`config.mk`:
```
export PLATFORM = sky130hd
export DESIGN_NAME = vdtk_cell
export DESIGN_NICKNAME = d
export VERILOG_FILES = /design/src/sv/vector_distance_topk_select_defines.svh /design/src/sv/vdtk_pkg.sv /design/src/sv/vdtk_cell.sv
export SDC_FILE = /design/constraint.sdc
export NUM_CORES = 1
export LEC_CHECK = 0
export ABC_AREA = 1
export ABC_CLOCK_PERIOD_IN_PS = 2110
export BUFFER_PORTS_ARGS = -buffer_cell sky130_fd_sc_hd__buf_2
export CAP_MARGIN = 20
export CORE_MARGIN = 5
export CORE_UTILIZATION = 40
export CTS_CLUSTER_SIZE = 16
export DETAILED_ROUTE_END_ITERATION = 8
export MAX_ROUTING_LAYER = met4
export PLACE_DENSITY = 0.75
export RECOVER_POWER = 50
export SLEW_MARGIN = 20
export SYNTH_ARGS = -nofsm -noshare
export SYNTH_HDL_FRONTEND = slang
export SYNTH_SLANG_ARGS = --single-unit
```
`constraint.sdc`:
```
create_clock -name clk -period 2.11 [get_ports clk]
set_input_delay 0.1055 -clock clk [delete_from_list [all_inputs] [get_ports clk]]
set_output_delay 0.1055 -clock clk [all_outputs]
set_load 0.02 [all_outputs]
```
`src/sv/vector_distance_topk_select_defines.svh`:
```
// Assertion macros shared by the RTL of the distance and top-k select block.
`ifndef VECTOR_DISTANCE_TOPK_SELECT_DEFINES_SVH
`define VECTOR_DISTANCE_TOPK_SELECT_DEFINES_SVH

// Same-cycle implication, checked outside reset.
`define VDTK_ASSERT_NOW(label, ante, cons, msg) \
  label: assert property (@(posedge clk) disable iff (rst) (ante) |-> (cons)) \
    else $error(msg);

// Next-cycle implication, checked outside reset.
`define VDTK_ASSERT_NEXT(label, ante, cons, msg) \
  label: assert property (@(posedge clk) disable iff (rst) (ante) |=> (cons)) \
    else $error(msg);

`endif

```
`src/sv/vdtk_pkg.sv`:
```
`timescale 1ns / 1ps
package vdtk_pkg;

  localparam int MAX_KEEP   = 16;
  localparam int MAX_DIM    = 1024;
  localparam int ELEM_BITS  = 16;
  localparam int SCORE_BITS = 48;
  localparam int ID_BITS    = 31;
  localparam int KEEP_BITS  = 5;
  localparam int CAP_BITS   = $clog2(MAX_KEEP + 1);
  localparam int DIFF_BITS  = ELEM_BITS + 1;
  localparam int PROD_BITS  = 2 * DIFF_BITS;

  localparam int CFG_IDX_BITS  = 1;
  localparam int CFG_DATA_BITS = KEEP_BITS;

  localparam logic [CFG_IDX_BITS-1:0] REG_METRIC = CFG_IDX_BITS'(0);
  localparam logic [CFG_IDX_BITS-1:0] REG_KEEP   = CFG_IDX_BITS'(1);

  localparam logic [KEEP_BITS-1:0] KEEP_RESET = KEEP_BITS'(10);

  // One kept candidate
  typedef struct packed {
    logic                         valid;
    logic signed [SCORE_BITS-1:0] score;
    logic [ID_BITS-1:0]           id;
  } entry_t;

  // Finished candidate offered to the list
  typedef struct packed {
    logic                         valid;
    logic                         qend;
    logic signed [SCORE_BITS-1:0] score;
    logic [ID_BITS-1:0]           id;
  } offer_t;

  // Broadcast to every list cell
  typedef struct packed {
    logic                         apply;
    logic                         dump;
    logic signed [SCORE_BITS-1:0] score;
    logic [ID_BITS-1:0]           id;
  } cell_ctl_t;

endpackage

```
`src/sv/vdtk_cell.sv`:
```
`timescale 1ns / 1ps
module vdtk_cell (
  input  logic                clk,
  input  logic                rst,
  input  vdtk_pkg::cell_ctl_t ctl,
  input  logic                in_range,
  input  vdtk_pkg::entry_t    left_ent,
  input  logic                left_keep,
  output vdtk_pkg::entry_t    ent,
  output logic                keep,
  output vdtk_pkg::entry_t    ent_next
);

  vdtk_pkg::entry_t nxt;

  // Stay, take the new score, or take the left neighbour's entry
  always_comb begin
    keep = ent.valid && (ent.score <= ctl.score);
    if (!left_keep) begin
      nxt = left_ent;
    end else if (keep) begin
      nxt = ent;
    end else begin
      nxt.valid = 1'b1;
      nxt.score = ctl.score;
      nxt.id    = ctl.id;
    end
    nxt.valid = nxt.valid && in_range;
    ent_next  = nxt;
  end

  always_ff @(posedge clk) begin
    if (rst) begin
      ent.valid <= 1'b0;
    end else if (ctl.apply) begin
      ent.valid <= nxt.valid && !ctl.dump;
    end
  end

  always_ff @(posedge clk) begin
    if (ctl.apply) begin
      ent.score <= nxt.score;
      ent.id    <= nxt.id;
    end
  end

endmodule

```
==> impl_metrics.toml, run 1 <==
[outcome]
status = "complete, but fails checks"
violations = "negative setup slack"

[pwr]
ir_worst_vdd_v = 0.0005001
leakage_nw = 5.540
power.density_mw_per_mm2 = 606.9

[routing]
top_layer_used = "met4"
drt_first_pass_iters = 4
met1_length_um = 9164
routed_wl_um = 24160
wl_met2_um = 12500
drtAntennaViolNets = 0
wl_met3_um = 1746
drtIter0Drc = 385
drcViolationCount = 0
vias = 7125
wire_per_inst_um = 16.72
viasPerCell = 4.931

[cells_and_area]
nets = 1464
largest_register_ffs = 80
fillers = 1261
top_register = "ent"
design_area_mm2 = 0.009980
regArea_mm2 = 0.002396
drive_above_1_share_pct = 46.58
reg_top3 = "ent: 80 flops"
multiInputGateArea_mm2 = 0.003358
area_delta_synth_final_pct = 62.68

[place]
io_buffers = 325
dp_slack_ps = -436.5
place_area_mm2 = 0.008755
gp_congestion = 0.8792
dp_hpwl_um = 16410

[synthesis]
yosysWarningCount = 0
muxShareOfSynthArea_pct = 0
synth_fa_ha_area_share_pct = 9.790
synthCells = 852
ys_types = 26
yosys.area_share.simple_pct = 33.90
synth_xor_area_share_pct = 0
syn_nets = 1065
ys_ff_latch = 80
synth_top_family_by_area = "simple AND/OR/NAND/NOR gates"
synth_compound_area_share_pct = 2.774
seq_area_frac_synth_pct = 39.00
synth.avg_cell_area_um2 = 7.200
synth_area_mm2 = 0.006135

[clock_network]
worstSkewPairLatency_ps = 350
cts.sinks = 80
cts_tree = "built"
cts_buffers = 9
cts_max_level = 3
cts_max_path_buffers = 2
cts_root_buf = "clkbuf_16"
clk_pin_slew_ps = 60

[run]
cap_violations = 0

[floorplan]
die_y_um = 133.8
die_area_mm2 = 0.01791
core-area_mm2 = 0.01515
ios = 326
chipWidth_um = 133.8
num_rows = 45
start_util_pct = 40.50

[sta]
max_clock_freq_ghz = 0.3444
hold_viol_final = 0
finalCriticalPeriod_ps = 2904
slew_viol_final = 0
clock_skew_ps = 11.90
setup_slack_ps = -793.5
period_share_pct = 137.6
rsz0062_at_grt = "yes"
maxSlewHeadroom_pct = 22.91
worst_slew_pin_slew_ps = 1156
setup_viol_count_final = 159

[grt]
grt_pass1_vias = 7089
grt_pass1_wl_um = 35420
grt_max_degree = 81
grt_usage_pct = 25.64
overflow = 0
antenna_found_initial = 1

[setup_path]
max_stage_delay_ps = 460
reg2reg_depth = 15
rrSetupSlack_ps = -560
crit_buf_inv = 3
rr_endpoint = "ent[68]"
cp_data_arrival_time_ps = 2800
path_class = "reg2out"
critPathRequiredTime_ps = 2000
cp_common_cell = "nand2_1"
crit_path_top_delay_cell = "edfxtp_1"
worstSetupEndpointType = "output port"
crit_cells = 15
critPathTopFamily = "simple AND/OR/NAND/NOR gates"
worst_setup_path_start_kind = "register"
crit_fanout = 21
reg2reg_from = "ent[62]"
crit_chain = "ha_4 -> nand4_1 -> buf_4 -> a21oi_1 -> nor2_1 -> nand2_1 -> nand2_1 -> nand4_1 -> nand3_4 -> nand2_8 -> buf_12 -> nand2_1 -> nand3_1 -> nand2_2 -> buf_4"

[worst_hold_path]
min_path_type = "in2reg"
min-delay-start = "ctl[79]"
min_to = "ent[79]"
hold_depth = 4
==> through the flow <==
step | power [mW] | cells | utilization (%) | setup TNS, ps | hold WS, ps
2_1_floorplan | 3.174 | 852 | - | -32260 | 184.0
5_1_grt | 6.338 | 1445 | 65.89 | -118870 | 40.91
3_5_place_dp | 3.993 | 1393 | 57.80 | -59660 | 283.6
3_3_place_gp | 3.964 | 1393 | 57.80 | -49390 | 279.4
6_report | 6.056 | 1445 | 65.89 | -93590 | 32.30
4_1_cts | 5.944 | 1426 | 63.75 | -85200 | 22.84
==> synthesized netlist by cell type <==
master / number / share of area, %
o21a_1: 2 / 0.24
nor2_4: 1 / 0.18
a21oi_1: 21 / 1.7
ha_1: 48 / 9.8
nand3_4: 1 / 0.29
a21o_1: 1 / 0.12
inv_2: 5 / 0.31
buf_2: 8 / 0.65
nor2_2: 2 / 0.20
clkbuf_1: 24 / 1.5
nand3_1: 155 / 13
buf_4: 6 / 0.73
inv_1: 173 / 11
o21ai_0: 3 / 0.24
nand3_2: 10 / 1.6
nand2_4: 1 / 0.18
nand4_1: 4 / 0.41
dfxtp_1: 1 / 0.33
a211oi_1: 1 / 0.12
o21ai_1: 4 / 0.33
buf_8: 1 / 0.24
buf_6: 3 / 0.55
nor2_1: 12 / 0.73
edfxtp_1: 79 / 39
nand2_1: 283 / 17
nand2_2: 3 / 0.31
==> worst register-to-register path, delay by kind of cell, from the launching register on <==
kind                       cells  cell delay [ps]
AOI/OAI and AO/OA              1              110
adders and majority gates      1              330
buffers and inverters          3              500
DFF                            1              460
and+or+nand+nor               10             1040
==> layer usage <==
layer / track usage (%) / up-vias
li1: - / 3500
met1: 29.53 / 3217
met4: 10.51 / 0
met2: 44.05 / 356
met5: - / -
met3: 4.801 / 52
==> how the worst max path moves through the flow <==
stage / startpoint / end / slack (ps)
global placement: ent[44] / ent_next[22] / -360
detailed placement: ent[78] / ent_next[22] / -440
finish: ent[62] / ent_next[9] / -790
global route: ent[62] / ent_next[0] / -960
floorplan: ent[46] / ent[69] / -290
CTS: ent[78] / ent_next[7] / -750
==> cell families (layout without fill, tap and decap cells) <==
logic type	Yosys count	after routing
and+or+nand+nor	472	472
adders and majority gates	48	48
AOI/OAI and AO/OA	32	32
buffers and inverters	220	624
other	0	1
DFF	80	80
==> cell type report <==
class / count / share of cell area, %
Clock buffer: 10 / 2.294
Multi-Input combinational cell: 552 / 33.65
Tap cell: 188 / 2.357
Clock inverter: 6 / 0.7021
Antenna cell: 1 / 0.02508
Inverter: 178 / 6.695
Timing Repair Buffer: 430 / 30.27
Sequential cell: 80 / 24.01
==> placed cells by master, fill, tap and decap left out, types with 5 or more instances in the layout <==
| cell | count |
|---|---|
| clkbuf_16 | 12 |
| buf_12 | 11 |
| ha_4 | 7 |
| edfxtp_1 | 79 |
| inv_2 | 5 |
| buf_4 | 115 |
| nand2_1 | 195 |
| ha_1 | 41 |
| nor2_1 | 7 |
| buf_16 | 5 |
| buf_2 | 250 |
| nand3_2 | 31 |
| o21ai_1 | 5 |
| a21oi_1 | 20 |
| nand3_1 | 134 |
| inv_1 | 173 |
| nand2_2 | 80 |
| nand2_4 | 11 |
| clkbuf_1 | 6 |
| buf_6 | 39 |
==> where the power goes <==
| part | switching [mW] | internal, mW | leakage [nW] |
|---|---|---|---|
| Combinational | 1.37 | 1.06 | 4.60 |
| Clock | 0.708 | 0.925 | 0.147 |
| Sequential | 0.0823 | 1.91 | 0.791 |
==> repair_timing <==
item / 4_1_cts / 5_1_grt
hold endpoints to repair: 1 / 0
hold buffers: 1 / 0
pin swaps: 16 / 20
gates cloned: 5 / 3
setup buffers: 11 / 15
resized for setup: 121 / 39
endpoints found under the setup margin: 159 / 159
Note: power is estimated with default switching activity, not from simulation.
==> run 2, diff against run 1 <==
==> constraint.sdc (replaced) <==
create_clock -name clk -period 2.11 [get_ports clk]
set_input_delay 0.422 -clock clk [delete_from_list [all_inputs] [get_ports clk]]
set_output_delay 0.422 -clock clk [all_outputs]
set_load 0.02 [all_outputs]
==> impl_metrics.toml, run 2 (synthesis results as in run 1) <==
[outcome]
status = "complete, but fails checks"
violations = "negative setup slack"

[grt]
grt.met3_usage_pct = 4.539
grt_max_degree = 61
met2_usage_pct = 42.95
use_met1_pct = 30.00
grt_pass1_wl_um = 35600
grt_usage_pct = 25.62
antenna_found_initial = 1
grt_pass1_vias = 7165
grt.busiest_layer = "met2"
overflow = 0

[routing]
vias = 7306
drcViolationCount = 0
drtIter0Drc = 460
wire_per_inst_um = 16.88
routed_wl_um = 24700
drtAntennaViolNets = 0
drt_first_pass_iters = 7
viasPerCell = 4.994

[cells_and_area]
layout_common_cells = "buf_2, nand2_1, inv_1, nand3_1, buf_4"
nets = 1482
largest_register_ffs = 80
area_delta_synth_final_pct = 67.37
reg_top3 = "ent: 80 flops"
drive_above_1_share_pct = 47.80
final_common_cell = "buf_2"
top_register = "ent"

[setup_path]
max_stage_delay_ps = 440
worst_setup_path_start_kind = "register"
cp_data_arrival_time_ps = 2910
crit_chain = "ha_4 -> nand2_2 -> nor2_2 -> nand3_1 -> nor2_2 -> nand2_1 -> nand3_1 -> nand2_2 -> nand4_1 -> nand3_4 -> nand2_4 -> clkbuf_16 -> nand2_1 -> nand3_1 -> nand2_2 -> buf_6"
critPathRequiredTime_ps = 1690
rrSetupSlack_ps = -690
path_class = "reg2out"
crit_fanout = 8
crit_path_top_delay_cell = "edfxtp_1"
worstSetupEndpointType = "output port"

[sta]
setup_slack_ps = -1219
worst_slew_pin_slew_ps = 941.4
maxSlewHeadroom_pct = 37.24
clock_skew_ps = 6.625
finalCriticalPeriod_ps = 3329
rsz0062_at_grt = "yes"
slew_viol_final = 0
hold_viol_final = 0
max_clock_freq_ghz = 0.3004
setup_viol_count_final = 159
period_share_pct = 157.8

[clock_network]
cts_root_buf = "clkbuf_16"
cts_max_level = 3
clk_pin_slew_ps = 60
cts_buffers = 9
cts.sinks = 80
cts_max_path_buffers = 2
cts_tree = "built"
cts_hold_buf = 0
worstSkewPairLatency_ps = 340

[floorplan]
die_y_um = 133.8
core-area_mm2 = 0.01515
chipWidth_um = 133.8
start_util_pct = 40.50
num_rows = 45
die_area_mm2 = 0.01791
ios = 326

[place]
dp_hpwl_um = 16630
io_buffers = 325
dp_slack_ps = -1008
gp_congestion = 0.8508

[pwr]
ir_worst_vdd_v = 0.0003597
leakage_nw = 5.691
p_total_mw = 6.118
power.density_mw_per_mm2 = 595.8

[run]
cap_violations = 0

[worst_hold_path]
min_path_type = "in2reg"
run 2: cell count changes in the layout (fill, tap and decap cells not counted), moves of 4 or more:
cell | before | now
buf_12 | 11 | 6
buf_2 | 250 | 244
buf_6 | 39 | 66
clkbuf_16 | 12 | 16
clkinv_4 | 4 | 0
nand3_1 | 134 | 129
nand3_2 | 31 | 36
run 2: area by class of cell:
cell class,count,area (um2)
fillers,1201,4878
repair buffers,447,3231
multi-input cells,553,3420
clock buffers,10,229.0
flip-flops and latches,80,2396
inverters,178,670.6
diodes,1,2.502
clock inverters,6,83.83
well taps,188,235.2
run 2: path summary, 6_finish.rpt:
| check | start | endpoint | depth (start not counted) |
|---|---|---|---|
| max reg2reg | ent[46] | ent[42] | 16 |
| min reg2reg | ent[1] | ent[1] | 4 |
| min | rst | ent[79] | 2 |
| max | ent[46] | ent_next[42] | 16 |
run 2: metrics by stage:
step           utilization, %  cell area [um2]  setup TNS [ps]  hold WS, ps  std cells
3_5_place_dp            59.34             8987         -129470        581.4       1427
6_report                67.79            10270         -134930        229.2       1463
2_1_floorplan               -             6450          -60820        500.5        852
3_3_place_gp            59.34             8987         -126270        580.7       1427
4_1_cts                 65.34             9896         -117420        208.8       1448
5_1_grt                 67.79            10270         -155910        224.1       1463
run 2: power by group:
group          total (mW)  switching, mW  internal, mW
clock                1.70          0.670          1.03
sequential           1.99         0.0861          1.91
combinational        2.42           1.37          1.05
total                6.12           2.13          3.99
run 2: layer usage:
layer  routed length (um)  part of all wire [%]  up-vias
li1                     -                     -     3537
met1                 9662                    39     3349
met2                12260                    50      350
met3                 1864                   7.5       70
met4                  908                   3.7        0
met5                    0                     0        -
run 2: worst max-delay path, delay by kind of cell, from the launching register on:
family	cells	cell delay, ps
flops	1	440
buf+inv	2	340
simple gates	13	1460
fa+ha+maj	1	310
run 2: what timing repair did:
item	CTS	global route
cloned	2	9
setup buffers	3	5
resized for setup	157	34
endpoints found under the setup margin	159	159
pin swaps	2	17
==> run 3, diff against run 2 <==
--- a/config.mk
+++ b/config.mk
@@ -16,6 +16,7 @@
 export MAX_ROUTING_LAYER = met4
 export PLACE_DENSITY = 0.75
 export RECOVER_POWER = 50
+export SKIP_LAST_GASP = 1
 export SLEW_MARGIN = 20
 export SYNTH_ARGS = -nofsm -noshare
 export SYNTH_HDL_FRONTEND = slang
==> impl_metrics.toml, run 3 (synthesis results as in run 1) <==
[outcome]
status = "complete, but fails checks"
violations = "negative setup slack"

[grt]
grt_pass1_wl_um = 34240
use_met1_pct = 29.17
grt_max_degree = 61
overflow = 0
grt.busiest_layer = "met2"
grt.met3_usage_pct = 4.426
antenna_found_initial = 1
met2_usage_pct = 41.58
grt_usage_pct = 24.62
grt_pass1_vias = 6950

[floorplan]
die_y_um = 133.8
core-area_mm2 = 0.01515
num_rows = 45
ios = 326
start_util_pct = 40.50
chipWidth_um = 133.8
die_area_mm2 = 0.01791

[clock_network]
cts_max_path_buffers = 2
cts_buffers = 9
cts_tree = "built"
clk_pin_slew_ps = 60
worstSkewPairLatency_ps = 340
cts_max_level = 3
cts_hold_buf = 0
cts.sinks = 80
cts_root_buf = "clkbuf_16"

[cells_and_area]
drive_above_1_share_pct = 47.37
fillers = 1279
top_register = "ent"
reg_top3 = "ent: 80 flops"
regArea_mm2 = 0.002396
layout_common_cells = "buf_2, nand2_1, inv_1, buf_4, nand3_1"
area_delta_synth_final_pct = 61.66
nets = 1483
final_common_cell = "buf_2"
multiInputGateArea_mm2 = 0.003371
largest_register_ffs = 80

[setup_path]
cp_data_arrival_time_ps = 2820
worstSetupEndpointType = "output port"
path_class = "reg2out"
worst_setup_path_start_kind = "register"
reg2reg_depth = 17
crit_fanout = 12
critPathRequiredTime_ps = 1690

[sta]
maxSlewHeadroom_pct = 38.55
hold_viol_final = 0
setup_viol_count_final = 159
finalSetupTns_ps = -121500
rsz0062_at_grt = "yes"
setup_slack_ps = -1129
period_share_pct = 153.5
worst_slew_pin_slew_ps = 921.8
clock_skew_ps = 7.085
slew_viol_final = 0
finalCriticalPeriod_ps = 3239
max_clock_freq_ghz = 0.3087

[place]
io_buffers = 325
gp_congestion = 0.8508
dp_hpwl_um = 16630
dp_slack_ps = -1008

[pwr]
leakage_nw = 5.582
power.density_mw_per_mm2 = 599.6
p_total_mw = 5.946
ir_worst_vdd_v = 0.0003576

[routing]
drtIter0Drc = 438
viasPerCell = 4.938
drcViolationCount = 0
routed_wl_um = 23510
vias = 7229
drtAntennaViolNets = 0
drt_first_pass_iters = 5
wire_per_inst_um = 16.06

[run]
cap_violations = 0

[worst_hold_path]
min_path_type = "in2reg"
hold_depth = 2
## run 3: cell count changes in the layout (fill, tap and decap cells not counted), sizes merged
cell    previous run  this run
buf              434       437
clkbuf            23        21
## run 3: what timing repair did
action	in CTS	in global routing
cloned	2	6
resized for setup	25	89
endpoints found under the setup margin	159	159
setup buffers	3	10
pin swaps	2	20
## run 3: worst paths after layout
check          start      endpoint  slack (ps)
max          ent[46]  ent_next[75]       -1130
max reg2reg  ent[46]       ent[62]        -680
min reg2reg   ent[1]        ent[1]         710
min              rst       ent[79]         230
## run 3: area by class of cell
class / count / share of cell area (%)
antenna: 1 / 0.02523
clock buffer: 10 / 2.309
clock inverter: 6 / 0.8453
inverter: 178 / 6.763
multi-input combinational: 553 / 33.99
sequential: 80 / 24.16
tap: 188 / 2.372
timing repair buffer: 448 / 29.54
## run 3: critical path: stages, from the launching register on
cell and delay (ps):
edfxtp_1 440, ha_4 300, nand2_1 80, nor2_2 130, nand3_1 120, nor2_2 120, nand2_1 60, nand3_1 100
nand2_2 70, nand3_2 70, nand2_2 70, nand3_4 170, nand2_8 120, clkbuf_16 210, nand2_1 70, nand3_2 80
nand2_4 100, buf_2 160
## run 3: layer usage
metal  part of all wire [%]  vias up  routed length, um
met2                     50      337              11680
met4                    2.9        0                693
met5                      0        -                  0
met3                    7.3       54               1711
li1                       -     3538                  -
met1                     40     3300               9431
## run 3: power by group
part	internal [mW]	total [mW]	switching, mW	leakage (nW)
Clock	1.03	1.69	0.660	0.146
Combinational	0.939	2.26	1.33	4.64
Sequential	1.91	1.99	0.0826	0.791
## run 3: through the flow
stage                     cells  hold slack [ps]  area (um2)  util [%]
after floorplan             852            500.5        6450         -
after global placement     1427            580.7        8987     59.34
after detailed placement   1427            581.4        8987     59.34
after CTS                  1448            208.8        9449     62.39
after global routing       1464            223.3        9917     65.48
final                      1464            229.7        9917     65.48
