[config.mk]
export PLATFORM = sky130hd
export DESIGN_NAME = vdtk_mac
export DESIGN_NICKNAME = d
export VERILOG_FILES = /design/src/sv/vector_distance_topk_select_defines.svh /design/src/sv/vdtk_pkg.sv /design/src/sv/vdtk_mac.sv
export SDC_FILE = /design/constraint.sdc
export NUM_CORES = 1
export LEC_CHECK = 0
export BUFFER_PORTS_ARGS = -buffer_cell sky130_fd_sc_hd__buf_4
export CORE_ASPECT_RATIO = 1.25
export CORE_UTILIZATION = 35
export CTS_BUF_LIST = sky130_fd_sc_hd__clkbuf_16
export CTS_CLUSTER_SIZE = 40
export DETAILED_ROUTE_END_ITERATION = 10
export RECOVER_POWER = 50
export SYNTH_ARGS = -nofsm -noshare
export SYNTH_HDL_FRONTEND = slang
export SYNTH_SLANG_ARGS = --single-unit
[constraint.sdc]
create_clock -name clk -period 9.4 [get_ports clk]
set_input_delay 0.94 -clock clk [delete_from_list [all_inputs] [get_ports clk]]
set_output_delay 0.94 -clock clk [all_outputs]
set_load 0.005 [all_outputs]
[src/sv/vector_distance_topk_select_defines.svh]
// Assertion macros shared by the RTL of the distance and top-k select block.
`ifndef VECTOR_DISTANCE_TOPK_SELECT_DEFINES_SVH
`define VECTOR_DISTANCE_TOPK_SELECT_DEFINES_SVH

// Same-cycle implication, checked outside reset.
`define VDTK_ASSERT_NOW(label, ante, cons, msg) \
  label: assert property (@(posedge clk) disable iff (rst) (ante) |-> (cons)) \
    else $error(msg);

// Next-cycle implication, checked outside reset.
`define VDTK_ASSERT_NEXT(label, ante, cons, msg) \
  label: assert property (@(posedge clk) disable iff (rst) (ante) |=> (cons)) \
    else $error(msg);

`endif

[src/sv/vdtk_pkg.sv]
`timescale 1ns / 1ps
package vdtk_pkg;

  localparam int MAX_KEEP   = 16;
  localparam int MAX_DIM    = 1024;
  localparam int ELEM_BITS  = 16;
  localparam int SCORE_BITS = 48;
  localparam int ID_BITS    = 31;
  localparam int KEEP_BITS  = 5;
  localparam int CAP_BITS   = $clog2(MAX_KEEP + 1);
  localparam int DIFF_BITS  = ELEM_BITS + 1;
  localparam int PROD_BITS  = 2 * DIFF_BITS;

  localparam int CFG_IDX_BITS  = 1;
  localparam int CFG_DATA_BITS = KEEP_BITS;

  localparam logic [CFG_IDX_BITS-1:0] REG_METRIC = CFG_IDX_BITS'(0);
  localparam logic [CFG_IDX_BITS-1:0] REG_KEEP   = CFG_IDX_BITS'(1);

  localparam logic [KEEP_BITS-1:0] KEEP_RESET = KEEP_BITS'(10);

  // One kept candidate
  typedef struct packed {
    logic                         valid;
    logic signed [SCORE_BITS-1:0] score;
    logic [ID_BITS-1:0]           id;
  } entry_t;

  // Finished candidate offered to the list
  typedef struct packed {
    logic                         valid;
    logic                         qend;
    logic signed [SCORE_BITS-1:0] score;
    logic [ID_BITS-1:0]           id;
  } offer_t;

  // Broadcast to every list cell
  typedef struct packed {
    logic                         apply;
    logic                         dump;
    logic signed [SCORE_BITS-1:0] score;
    logic [ID_BITS-1:0]           id;
  } cell_ctl_t;

endpackage

[src/sv/vdtk_mac.sv]
`timescale 1ns / 1ps
module vdtk_mac (
  input  logic                                  clk,
  input  logic                                  rst,
  input  logic                                  take,
  input  logic                                  stall,
  input  logic                                  metric_is_inner,
  input  logic signed [vdtk_pkg::ELEM_BITS-1:0] query_elem,
  input  logic signed [vdtk_pkg::ELEM_BITS-1:0] cand_elem,
  input  logic [vdtk_pkg::ID_BITS-1:0]          cand_id,
  input  logic                                  vec_end,
  input  logic                                  query_end,
  output vdtk_pkg::offer_t                      off
);

  localparam int SUM_BITS = vdtk_pkg::SCORE_BITS + 1;

  logic signed [vdtk_pkg::DIFF_BITS-1:0] q_ext, c_ext, diff, mul_a, mul_b;
  logic signed [vdtk_pkg::PROD_BITS-1:0] prod;

  logic                                  s1_valid;
  logic signed [vdtk_pkg::PROD_BITS-1:0] s1_prod;
  logic                                  s1_neg;
  logic [vdtk_pkg::ID_BITS-1:0]          s1_id;
  logic                                  s1_vend;
  logic                                  s1_qend;

  logic signed [vdtk_pkg::SCORE_BITS-1:0] acc;
  logic signed [SUM_BITS-1:0]             term, sum;
  logic signed [vdtk_pkg::SCORE_BITS-1:0] sat;
  logic                                   s1_end;

  // Operand select: difference squared, or plain product to be negated
  always_comb begin
    q_ext = vdtk_pkg::DIFF_BITS'(query_elem);
    c_ext = vdtk_pkg::DIFF_BITS'(cand_elem);
    diff  = q_ext - c_ext;
    mul_a = metric_is_inner ? q_ext : diff;
    mul_b = metric_is_inner ? c_ext : diff;
    prod  = mul_a * mul_b;
  end

  // Accumulate with saturation at the score limits
  always_comb begin
    term = SUM_BITS'(s1_prod);
    if (s1_neg) begin
      term = -term;
    end
    sum = SUM_BITS'(acc) + term;
    if (sum[SUM_BITS-1] != sum[SUM_BITS-2]) begin
      sat = sum[SUM_BITS-1] ? {1'b1, {(vdtk_pkg::SCORE_BITS-1){1'b0}}}
                            : {1'b0, {(vdtk_pkg::SCORE_BITS-1){1'b1}}};
    end else begin
      sat = sum[vdtk_pkg::SCORE_BITS-1:0];
    end
    s1_end = s1_vend || s1_qend;
  end

  // Control state
  always_ff @(posedge clk) begin
    if (rst) begin
      s1_valid  <= 1'b0;
      off.valid <= 1'b0;
      acc       <= '0;
    end else if (!stall) begin
      s1_valid  <= take;
      off.valid <= s1_valid && s1_end;
      if (s1_valid) begin
        acc <= s1_end ? '0 : sat;
      end
    end
  end

  // Payload
  always_ff @(posedge clk) begin
    if (!stall) begin
      s1_prod   <= prod;
      s1_neg    <= metric_is_inner;
      s1_id     <= cand_id;
      s1_vend   <= vec_end;
      s1_qend   <= query_end;
      off.qend  <= s1_qend;
      off.score <= sat;
      off.id    <= s1_id;
    end
  end

endmodule

==> flow_metrics.py, run 1 <==
metrics = {
    "critical_path": {
        "cp-end-kind": "register",
        "critPathLaunch": "query_elem[0]",
        "worst-path-buf-inv": 4,
        "critPathTopFamily": "adder cells",
        "cp_data_arrival_time_ps": 9160,
        "critical_path.max_fanout": 7,
        "cp_common_cell": "fa_1",
        "slowest_delay_ps": 870,
        "r2r_start": "s1_prod[6]$_DFFE_PN_",
        "crit_type": "in2reg",
        "start_kind": "primary input",
        "critPathSlowestCell": "fa_1",
        "cp.required_ps": 9610,
    },
    "timing": {
        "relSlewSlack": -1.06,
        "max_freq_ghz": 0.112,
        "finalCriticalPeriod_ps": 8950,
        "slew_violations": 73,
        "final-setup-viol-count": 0,
        "rsz0062_at_grt": "yes",
        "period_share": 0.953,
        "tightest_slew_ps": 3070,
        "final.setup.tns_ps": 0,
        "fin_skew_ps": 12.6,
        "hold_violations": 0,
    },
    "clock_network": {
        "clock-sinks": 198,
        "cts_tree": "done",
        "hold_buffers": 0,
        "ctsHtreeMaxLevel": 4,
        "cts_root_buffer": "clkbuf_16",
        "numCtsBuffers": 17,
        "cts_buffer_depth": 2,
        "cts.reportedPaths.clkPinSlew_ps": 70,
        "insertion_delay_ps": 460,
        "cts_setup_buffers": 0,
    },
    "die": {
        "die_h_um": 280,
        "initial_core_util": 0.355,
        "dieArea_mm2": 0.0628,
        "num_rows": 101,
        "io_pins": 151,
        "die_w_um": 224,
        "core_mm2": 0.0609,
    },
    "cells_and_area": {
        "fin_util": 0.409,
        "nets": 3004,
        "final.fill_count": 6037,
        "drive_gt1_frac": 0.117,
        "synthToLayoutAreaGrowth_pct": 15.3,
        "stdcell_area_mm2": 0.0249,
        "diodes": 0,
    },
    "place": {
        "gp_congestion": 0.923,
        "place_area_mm2": 0.0243,
        "port_buffers": 150,
        "dp_hpwl_um": 48200,
    },
    "drt": {
        "drt_pass1_iterations": 5,
        "vias": 16600,
        "via_per_inst": 5.01,
        "wl_per_cell_um": 17.5,
        "drc": 0,
        "antenna_left": 0,
        "first_iter_violations": 827,
        "wl_um": 58000,
    },
    "min_path": {
        "hold_class": "reg2reg",
        "worstHoldStart": "s1_id[1]$_DFFE_PN_",
    },
    "synth": {
        "syn_inst": 2279,
        "synth_nets": 2797,
        "synth.cell_area_mm2": 0.0216,
        "ys_seq_area_frac": 0.252,
        "dominantRegCellSynth": "edfxtp_1",
        "synth_edf_count": 148,
        "avgSynthCellArea_um2": 9.49,
        "ys_async_sr_fraction": 0,
        "synth_warnings": 0,
        "ys_ff_latch": 198,
        "netlist-cell-type-count": 66,
    },
    "global_routing": {
        "grt_first_pass_wirelength_um": 93900,
        "grt_max_degree": 79,
        "grt_usage": 0.190,
        "grt_antenna_before_repair": 0,
        "grt.overflow.total": 0,
        "grt_pass1_vias": 17600,
    },
    "status": {
        "violations": "max-capacitance violations, max-slew violations",
        "status": "finished, violations left",
    },
    "run": {
        "maxCapViolations": 1,
    },
}
-- state kept, by name, indices dropped and copies added (netlist names) --
signal and flops:
s1_neg 1, acc 48, off 81, s1_prod 34, s1_valid 1, s1_id 31, s1_vend 1, s1_qend 1
-- layout make-up --
type,count,area (µm²),area share
multi-input combinational,1672,14700,0.589
inverter,339,1270,0.0511
clock buffer,17,425,0.0171
timing repair buffer,258,1840,0.0739
tap,824,1030,0.0414
clock inverter,15,234,0.00939
sequential,198,5450,0.218
-- cell families after synthesis --
kind of cell,share of synthesized area
and+or+nand+nor,0.130
muxes,0.00978
adders and majority gates,0.375
xor gates and xnor gates,0.0482
DFF,0.252
buffers and inverters,0.0717
AOI/OAI and AO/OA,0.113
-- stage by stage --
stage	cells	hold slack [ps]	setup WS [ps]
3_3_place_gp	3291	401	-111
5_1_grt	3323	424	-14.1
2_1_floorplan	2279	400	233
4_1_cts	3323	422	239
6_report	3323	422	446
3_5_place_dp	3291	405	-215
-- per-layer routing --
layer / track usage / up-vias / routed length [µm]
met5: 0 / - / 0
met4: 0.0722 / 0 / 2050
met3: 0.0173 / 97 / 2300
met2: 0.346 / 478 / 29200
met1: 0.230 / 8166 / 24500
li1: - / 7895 / -
-- worst register-to-register path, stage by stage, from the launching register on --
cell	delay, ps
edfxtp_1	420
or4_1	580
nor3_1	380
nand2_1	130
or2_0	340
or4_1	570
or3_1	420
nor2_1	160
nand2_1	70
nand2_1	310
o21ai_0	150
ha_1	420
nand2_1	120
nor4_1	600
a41oi_1	330
o31a_1	330
o22ai_2	620
and2_1	490
buf_4	440
nand2_1	200
o311ai_1	130
-- cells in the final DEF, fill, tap and decap left out, types with 6 or more instances in the layout --
cell type and count:
mux2_2 9, edfxtp_1 148, clkbuf_1 24, clkbuf_16 17
or2_2 6, nand2_1 250, o21ai_1 34, buf_4 150
o211ai_1 9, nor4_1 6, fa_1 298, and2_1 14
or3_1 8, clkbuf_4 83, inv_1 338, nor3_1 24
xor2_1 26, o21bai_1 16, and3_1 18, nor2_1 258
dfxtp_1 50, nand4_1 9, mux2i_1 11, a31oi_1 10
maj3_1 27, nor2b_1 12, nand3_1 20, o21ai_0 96
ha_1 150, a21oi_1 109, o31ai_1 15, a22o_1 6
a21boi_0 6, nand2b_1 18, xnor2_1 92, a21o_1 49
-- cell usage after synthesis (all sizes together) (3+ instances only) --
cell / count / area [µm²]
o41ai: 5 / 43.8
nor2: 259 / 972
nor3: 25 / 130
fa: 298 / 5970
clkbuf: 57 / 214
a221o: 3 / 30.0
and2: 14 / 87.6
buf: 13 / 63.8
nor4: 6 / 37.5
o211ai: 9 / 67.6
a311oi: 3 / 26.3
a211oi: 5 / 37.5
o21a: 4 / 30.0
ha: 150 / 1880
a31o: 3 / 26.3
mux2: 9 / 101
a21o: 49 / 368
nand2b: 18 / 113
inv: 339 / 1270
nand3: 20 / 100
xnor2: 93 / 815
nand4: 9 / 56.3
o22ai: 4 / 31.3
mux2i: 11 / 110
a21oi: 111 / 556
o31ai: 15 / 113
nor2b: 12 / 75.1
o21bai: 16 / 120
or3: 8 / 50.1
edfxtp: 148 / 4440
and3: 18 / 113
dfxtp: 50 / 1000
a31oi: 10 / 62.6
or4: 6 / 52.6
maj3: 27 / 270
or2: 8 / 50.1
nand2: 250 / 938
a21boi: 8 / 60.1
a211o: 4 / 35.0
o21ai: 131 / 656
a22o: 6 / 52.6
xor2: 26 / 228
-- worst paths after layout --
| check | to | slack (ps) | depth (start not counted) |
|---|---|---|---|
| max | s1_prod[30]$_DFFE_PN_ | 450 | 32 |
| max reg2reg | acc[45]$_SDFFE_PP0P_ | 2090 | 20 |
| min reg2reg | off[1]$_DFFE_PN_ | 420 | 0 |
| min | off[1]$_DFFE_PN_ | 420 | 0 |
-- repair_timing --
item	CTS	global route
hold endpoints to repair	0	0
endpoints found under the setup margin	0	5
gates resized for setup	0	5
Power of run 1 is left out: the tool's default activity adds up to more than one toggle a clock period on the data nets, which glitch-free logic cannot reach.
==> inputs of run 2 (changes only) <==
Settings changed: ABC_AREA set to 1.
==> flow_metrics.py, run 2 <==
metrics = {
    "die": {
        "core_mm2": 0.0648,
        "die_h_um": 289,
        "dieArea_mm2": 0.0670,
        "num_rows": 104,
        "initial_core_util": 0.356,
        "die_w_um": 232,
        "io_pins": 151,
    },
    "synth": {
        "netlist-cell-type-count": 50,
        "synth.cell_area_mm2": 0.0231,
        "synth-simple-area-share": 0.200,
        "synth_top_family_by_area": "adder cells",
        "synthTopCellsByArea": "fa_1 26%, edfxtp_1 19%, nand2_1 11%",
        "synth_fa_ha_area_frac": 0.340,
        "ys_async_sr_fraction": 0,
        "synth_top_cell_by_area": "fa_1",
        "synth_mux_area_frac": 0,
        "yosys.area_share.xor_xnor": 0.0428,
        "synth_edf_count": 148,
        "avgSynthCellArea_um2": 8.28,
        "dominantRegCellSynth": "edfxtp_1",
        "synth.most_common_cell": "nand2_1",
        "synth_compound_area_frac": 0.0788,
        "synth_common_cells": "663 x nand2_1, 546 x inv_1, 298 x fa_1",
        "ys_seq_area_frac": 0.236,
        "synth_warnings": 0,
        "ys_ff_latch": 198,
        "syn_inst": 2789,
        "synth_nets": 3307,
        "synth_top_area_frac": 0.258,
    },
    "timing": {
        "period_share": 0.928,
        "max_freq_ghz": 0.115,
        "relSlewSlack": -1.56,
        "hold_violations": 0,
        "fin_skew_ps": 10.5,
        "final-setup-viol-count": 0,
        "tightest_slew_ps": 3810,
        "final.setup.tns_ps": 0,
        "rsz0062_at_grt": "no",
        "finalCriticalPeriod_ps": 8720,
        "slew_violations": 93,
    },
    "global_routing": {
        "grt.overflow.total": 0,
        "grt_usage": 0.198,
        "grt_first_pass_wirelength_um": 103000,
        "grt_pass1_vias": 19300,
        "grt_max_degree": 93,
        "grt_antenna_before_repair": 0,
    },
    "run": {
        "maxCapViolations": 1,
    },
    "critical_path": {
        "cp.required_ps": 9610,
        "critPathSlowestCell": "inv_1",
        "critPathLaunch": "query_elem[0]",
        "crit_type": "in2reg",
        "critical_path.max_fanout": 12,
        "r2r_start": "s1_prod[0]$_DFFE_PN_",
        "cp_common_cell": "inv_1",
        "slowest_delay_ps": 610,
        "cp_data_arrival_time_ps": 8920,
        "start_kind": "primary input",
        "cp-end-kind": "register",
    },
    "cells_and_area": {
        "drive_gt1_frac": 0.102,
        "top_regs": "off: 81 flops, acc: 48 flops, s1_prod: 34 flops",
        "synthToLayoutAreaGrowth_pct": 11.5,
        "largest_reg_flops": 81,
        "diodes": 0,
        "final_cell_mix": "662 x nand2_1, 546 x inv_1, 298 x fa_1",
        "fin_util": 0.397,
        "nets": 3452,
        "top_register": "off",
        "layout_commonest_cell": "nand2_1",
    },
    "clock_network": {
        "cts_tree": "done",
        "cts_setup_buffers": 0,
        "ctsHtreeMaxLevel": 4,
        "insertion_delay_ps": 460,
        "numCtsBuffers": 17,
        "clock-sinks": 198,
        "hold_buffers": 0,
        "cts.reportedPaths.clkPinSlew_ps": 80,
        "post_cts_resized": 0,
        "cts_root_buffer": "clkbuf_16",
        "cts_buffer_depth": 2,
    },
    "status": {
        "violations": "max-capacitance violations, max-slew violations",
        "status": "finished, violations left",
    },
    "drt": {
        "antenna_left": 0,
        "wl_um": 64200,
        "drt_pass1_iterations": 5,
        "via_per_inst": 4.81,
        "wl_per_cell_um": 16.9,
        "vias": 18300,
        "drc": 0,
        "first_iter_violations": 1019,
    },
    "place": {
        "port_buffers": 150,
        "dp_hpwl_um": 53400,
        "gp_congestion": 0.936,
    },
    "min_path": {
        "worstHoldStart": "s1_id[17]$_DFFE_PN_",
        "hold_class": "reg2reg",
    },
}
-- run 2: logic make-up (layout without fill, tap and decap cells) --
family,after synthesis,count (layout)
compound gates,300,300
xor+xnor,112,112
fa+ha+maj,448,448
buf+inv,617,775
flops,198,198
simple gates,1114,1114
-- run 2: layout make-up --
type / count / area, µm²
clock buffer: 17 / 425
clock inverter: 15 / 178
fill: 6718 / 39100
inverter: 565 / 2120
multi-input combinational: 1974 / 15300
sequential: 198 / 5450
tap: 848 / 1060
timing repair buffer: 178 / 1240
-- run 2: routing by layer --
layer / wire, µm / GRT usage / vias to the layer above
met5: 0 / 0 / -
met4: 2350 / 0.0755 / 0
met1: 26300 / 0.233 / 8800
li1: - / - / 8886
met2: 33100 / 0.367 / 456
met3: 2410 / 0.0231 / 117
-- run 2: path summary, 6_finish.rpt --
kind / endpoint / slack, ps / depth (start not counted)
setup / recovery: s1_prod[26]$_DFFE_PN_ / 680 / 37
hold / removal: off[17]$_DFFE_PN_ / 420 / 0
setup reg to reg: acc[8]$_SDFFE_PP0P_ / 3300 / 25
hold reg to reg: off[17]$_DFFE_PN_ / 420 / 0
-- run 2: stage by stage --
step	worst slack (ps)	hold WS [ps]	area, µm²	instances
3_3_place_gp	250	401	25200	3763
5_1_grt	230	429	25700	3795
4_1_cts	760	424	25800	3795
6_report	681	424	25700	3795
2_1_floorplan	1450	400	23100	2789
3_5_place_dp	268	405	25200	3763
-- run 2: critical path: cells and delay by family --
family	cells	cell delay (ps)
adder cells (fa/ha/maj)	9	4000
AO/OA/AOI/OAI	7	1490
buffers and inverters	11	1330
AND/OR/NAND/NOR	8	820
XOR/XNOR	2	300
Power of run 2 is left out for the same reason.
==> inputs of run 3 (changes only) <==
Settings changed: CTS_BUF_LIST sky130_fd_sc_hd__clkbuf_16 to sky130_fd_sc_hd__clkbuf_4 sky130_fd_sc_hd__clkbuf_8, RECOVER_POWER 50 to not set.
==> flow_metrics.py, run 3 (synthesized netlist as in run 2, its figures left out) <==
metrics = {
    "critical_path": {
        "slowest_delay_ps": 600,
        "cp-end-kind": "register",
        "start_kind": "primary input",
        "cp.required_ps": 9660,
        "cp_data_arrival_time_ps": 8910,
        "critPathSlowestCell": "inv_1",
        "timing.rr.end": "acc[8]$_SDFFE_PP0P_",
        "r2r_start": "s1_prod[0]$_DFFE_PN_",
        "cp_common_cell": "inv_1",
        "crit_type": "in2reg",
        "r2r_setup_slack_ps": 3300,
        "r2r_cells": 25,
        "critical_path.max_fanout": 12,
    },
    "drt": {
        "drt_pass1_iterations": 5,
        "vias": 18200,
        "antenna_left": 0,
        "drc": 0,
        "first_iter_violations": 1000,
        "wl_per_cell_um": 16.9,
        "wl_um": 64000,
        "via_per_inst": 4.80,
    },
    "die": {
        "initial_core_util": 0.356,
        "die_h_um": 289,
        "num_rows": 104,
        "io_pins": 151,
        "die_w_um": 232,
        "dieArea_mm2": 0.0670,
        "core_mm2": 0.0648,
    },
    "global_routing": {
        "grt_first_pass_wirelength_um": 103000,
        "grt.overflow.total": 0,
        "grt_usage": 0.198,
        "grt_max_degree": 93,
        "grt_antenna_before_repair": 1,
        "grt_pass1_vias": 19300,
    },
    "timing": {
        "finalCriticalPeriod_ps": 8650,
        "final-setup-viol-count": 0,
        "final.setup.tns_ps": 0,
        "fin_skew_ps": 13.3,
        "hold_violations": 0,
        "relSlewSlack": 0.110,
        "period_share": 0.920,
        "tightest_slew_ps": 1330,
        "slew_violations": 0,
        "rsz0062_at_grt": "no",
        "max_freq_ghz": 0.116,
    },
    "run": {
        "maxCapViolations": 0,
    },
    "clock_network": {
        "cts_setup_buffers": 0,
        "cts.reportedPaths.clkPinSlew_ps": 110,
        "cts_root_buffer": "clkbuf_8",
        "numCtsBuffers": 17,
        "cts_buffer_depth": 2,
        "post_cts_resized": 0,
        "ctsHtreeMaxLevel": 4,
        "hold_buffers": 0,
        "cts_tree": "done",
        "clock-sinks": 198,
        "insertion_delay_ps": 520,
    },
    "cells_and_area": {
        "top_register": "off",
        "synthToLayoutAreaGrowth_pct": 11.1,
        "final.fill_count": 6736,
        "drive_gt1_frac": 0.111,
        "top_regs": "off: 81 flops, acc: 48 flops, s1_prod: 34 flops",
        "layout_commonest_cell": "nand2_1",
        "largest_reg_flops": 81,
        "final_cell_mix": "662 x nand2_1, 545 x inv_1, 298 x fa_1",
        "nets": 3452,
    },
    "min_path": {
        "worstHoldStart": "s1_id[17]$_DFFE_PN_",
        "whs_path_depth": 0,
        "hold_end": "off[17]$_DFFE_PN_",
        "hold_class": "reg2reg",
    },
    "place": {
        "gp_congestion": 0.936,
        "port_buffers": 150,
        "dp_hpwl_um": 53400,
    },
    "status": {
        "status": "finished, final reports clean",
    },
}
## run 3: critical path: cells and delay by family
kind | cells | cell delay (ps)
and+or+nand+nor | 8 | 820
xor gates and xnor gates | 2 | 300
adders and majority gates | 9 | 4010
AOI/OAI and AO/OA | 7 | 1490
buffers and inverters | 11 | 1320
## run 3: worst max path at each step
stage                  startpoint                    end  slack [ps]  cells after the start
floorplan           query_elem[0]  s1_prod[26]$_DFFE_PN_        1450                     36
finish              query_elem[0]  s1_prod[26]$_DFFE_PN_         750                     37
global placement    query_elem[0]  s1_prod[29]$_DFFE_PN_         250                     38
detailed placement  query_elem[0]  s1_prod[26]$_DFFE_PN_         270                     37
CTS                 query_elem[0]  s1_prod[26]$_DFFE_PN_         840                     37
global route        query_elem[0]  s1_prod[26]$_DFFE_PN_         300                     35
## run 3: layer usage
layer | GRT usage | wire length (µm) | vias to the layer above
li1 | - | - | 8874
met1 | 0.232 | 26300 | 8782
met2 | 0.367 | 33100 | 457
met3 | 0.0213 | 2370 | 107
met4 | 0.0780 | 2270 | 0
met5 | 0 | 0 | -
## run 3: cell type report
type                    instances  area (µm²)  area share
inverters                     565        2130      0.0829
well taps                     848        1060      0.0414
clock inverters                14         174     0.00678
multi-input cells            1974       15300       0.595
diodes                          1        2.50   0.0000976
repair buffers                178        1340      0.0521
flip-flops and latches        198        5450       0.212
clock buffers                  18         241     0.00941
## run 3: metrics by stage
step           std cells  cell area, µm²  hold slack [ps]  utilization  setup slack, ps
2_1_floorplan       2789           23100              400            -             1450
3_3_place_gp        3763           25200              401        0.389              250
3_5_place_dp        3763           25200              405        0.389              268
4_1_cts             3795           25600              433        0.396              836
5_1_grt             3796           25700              439        0.396              299
6_report            3796           25700              432        0.396              753
Power of run 3 is left out for the same reason.
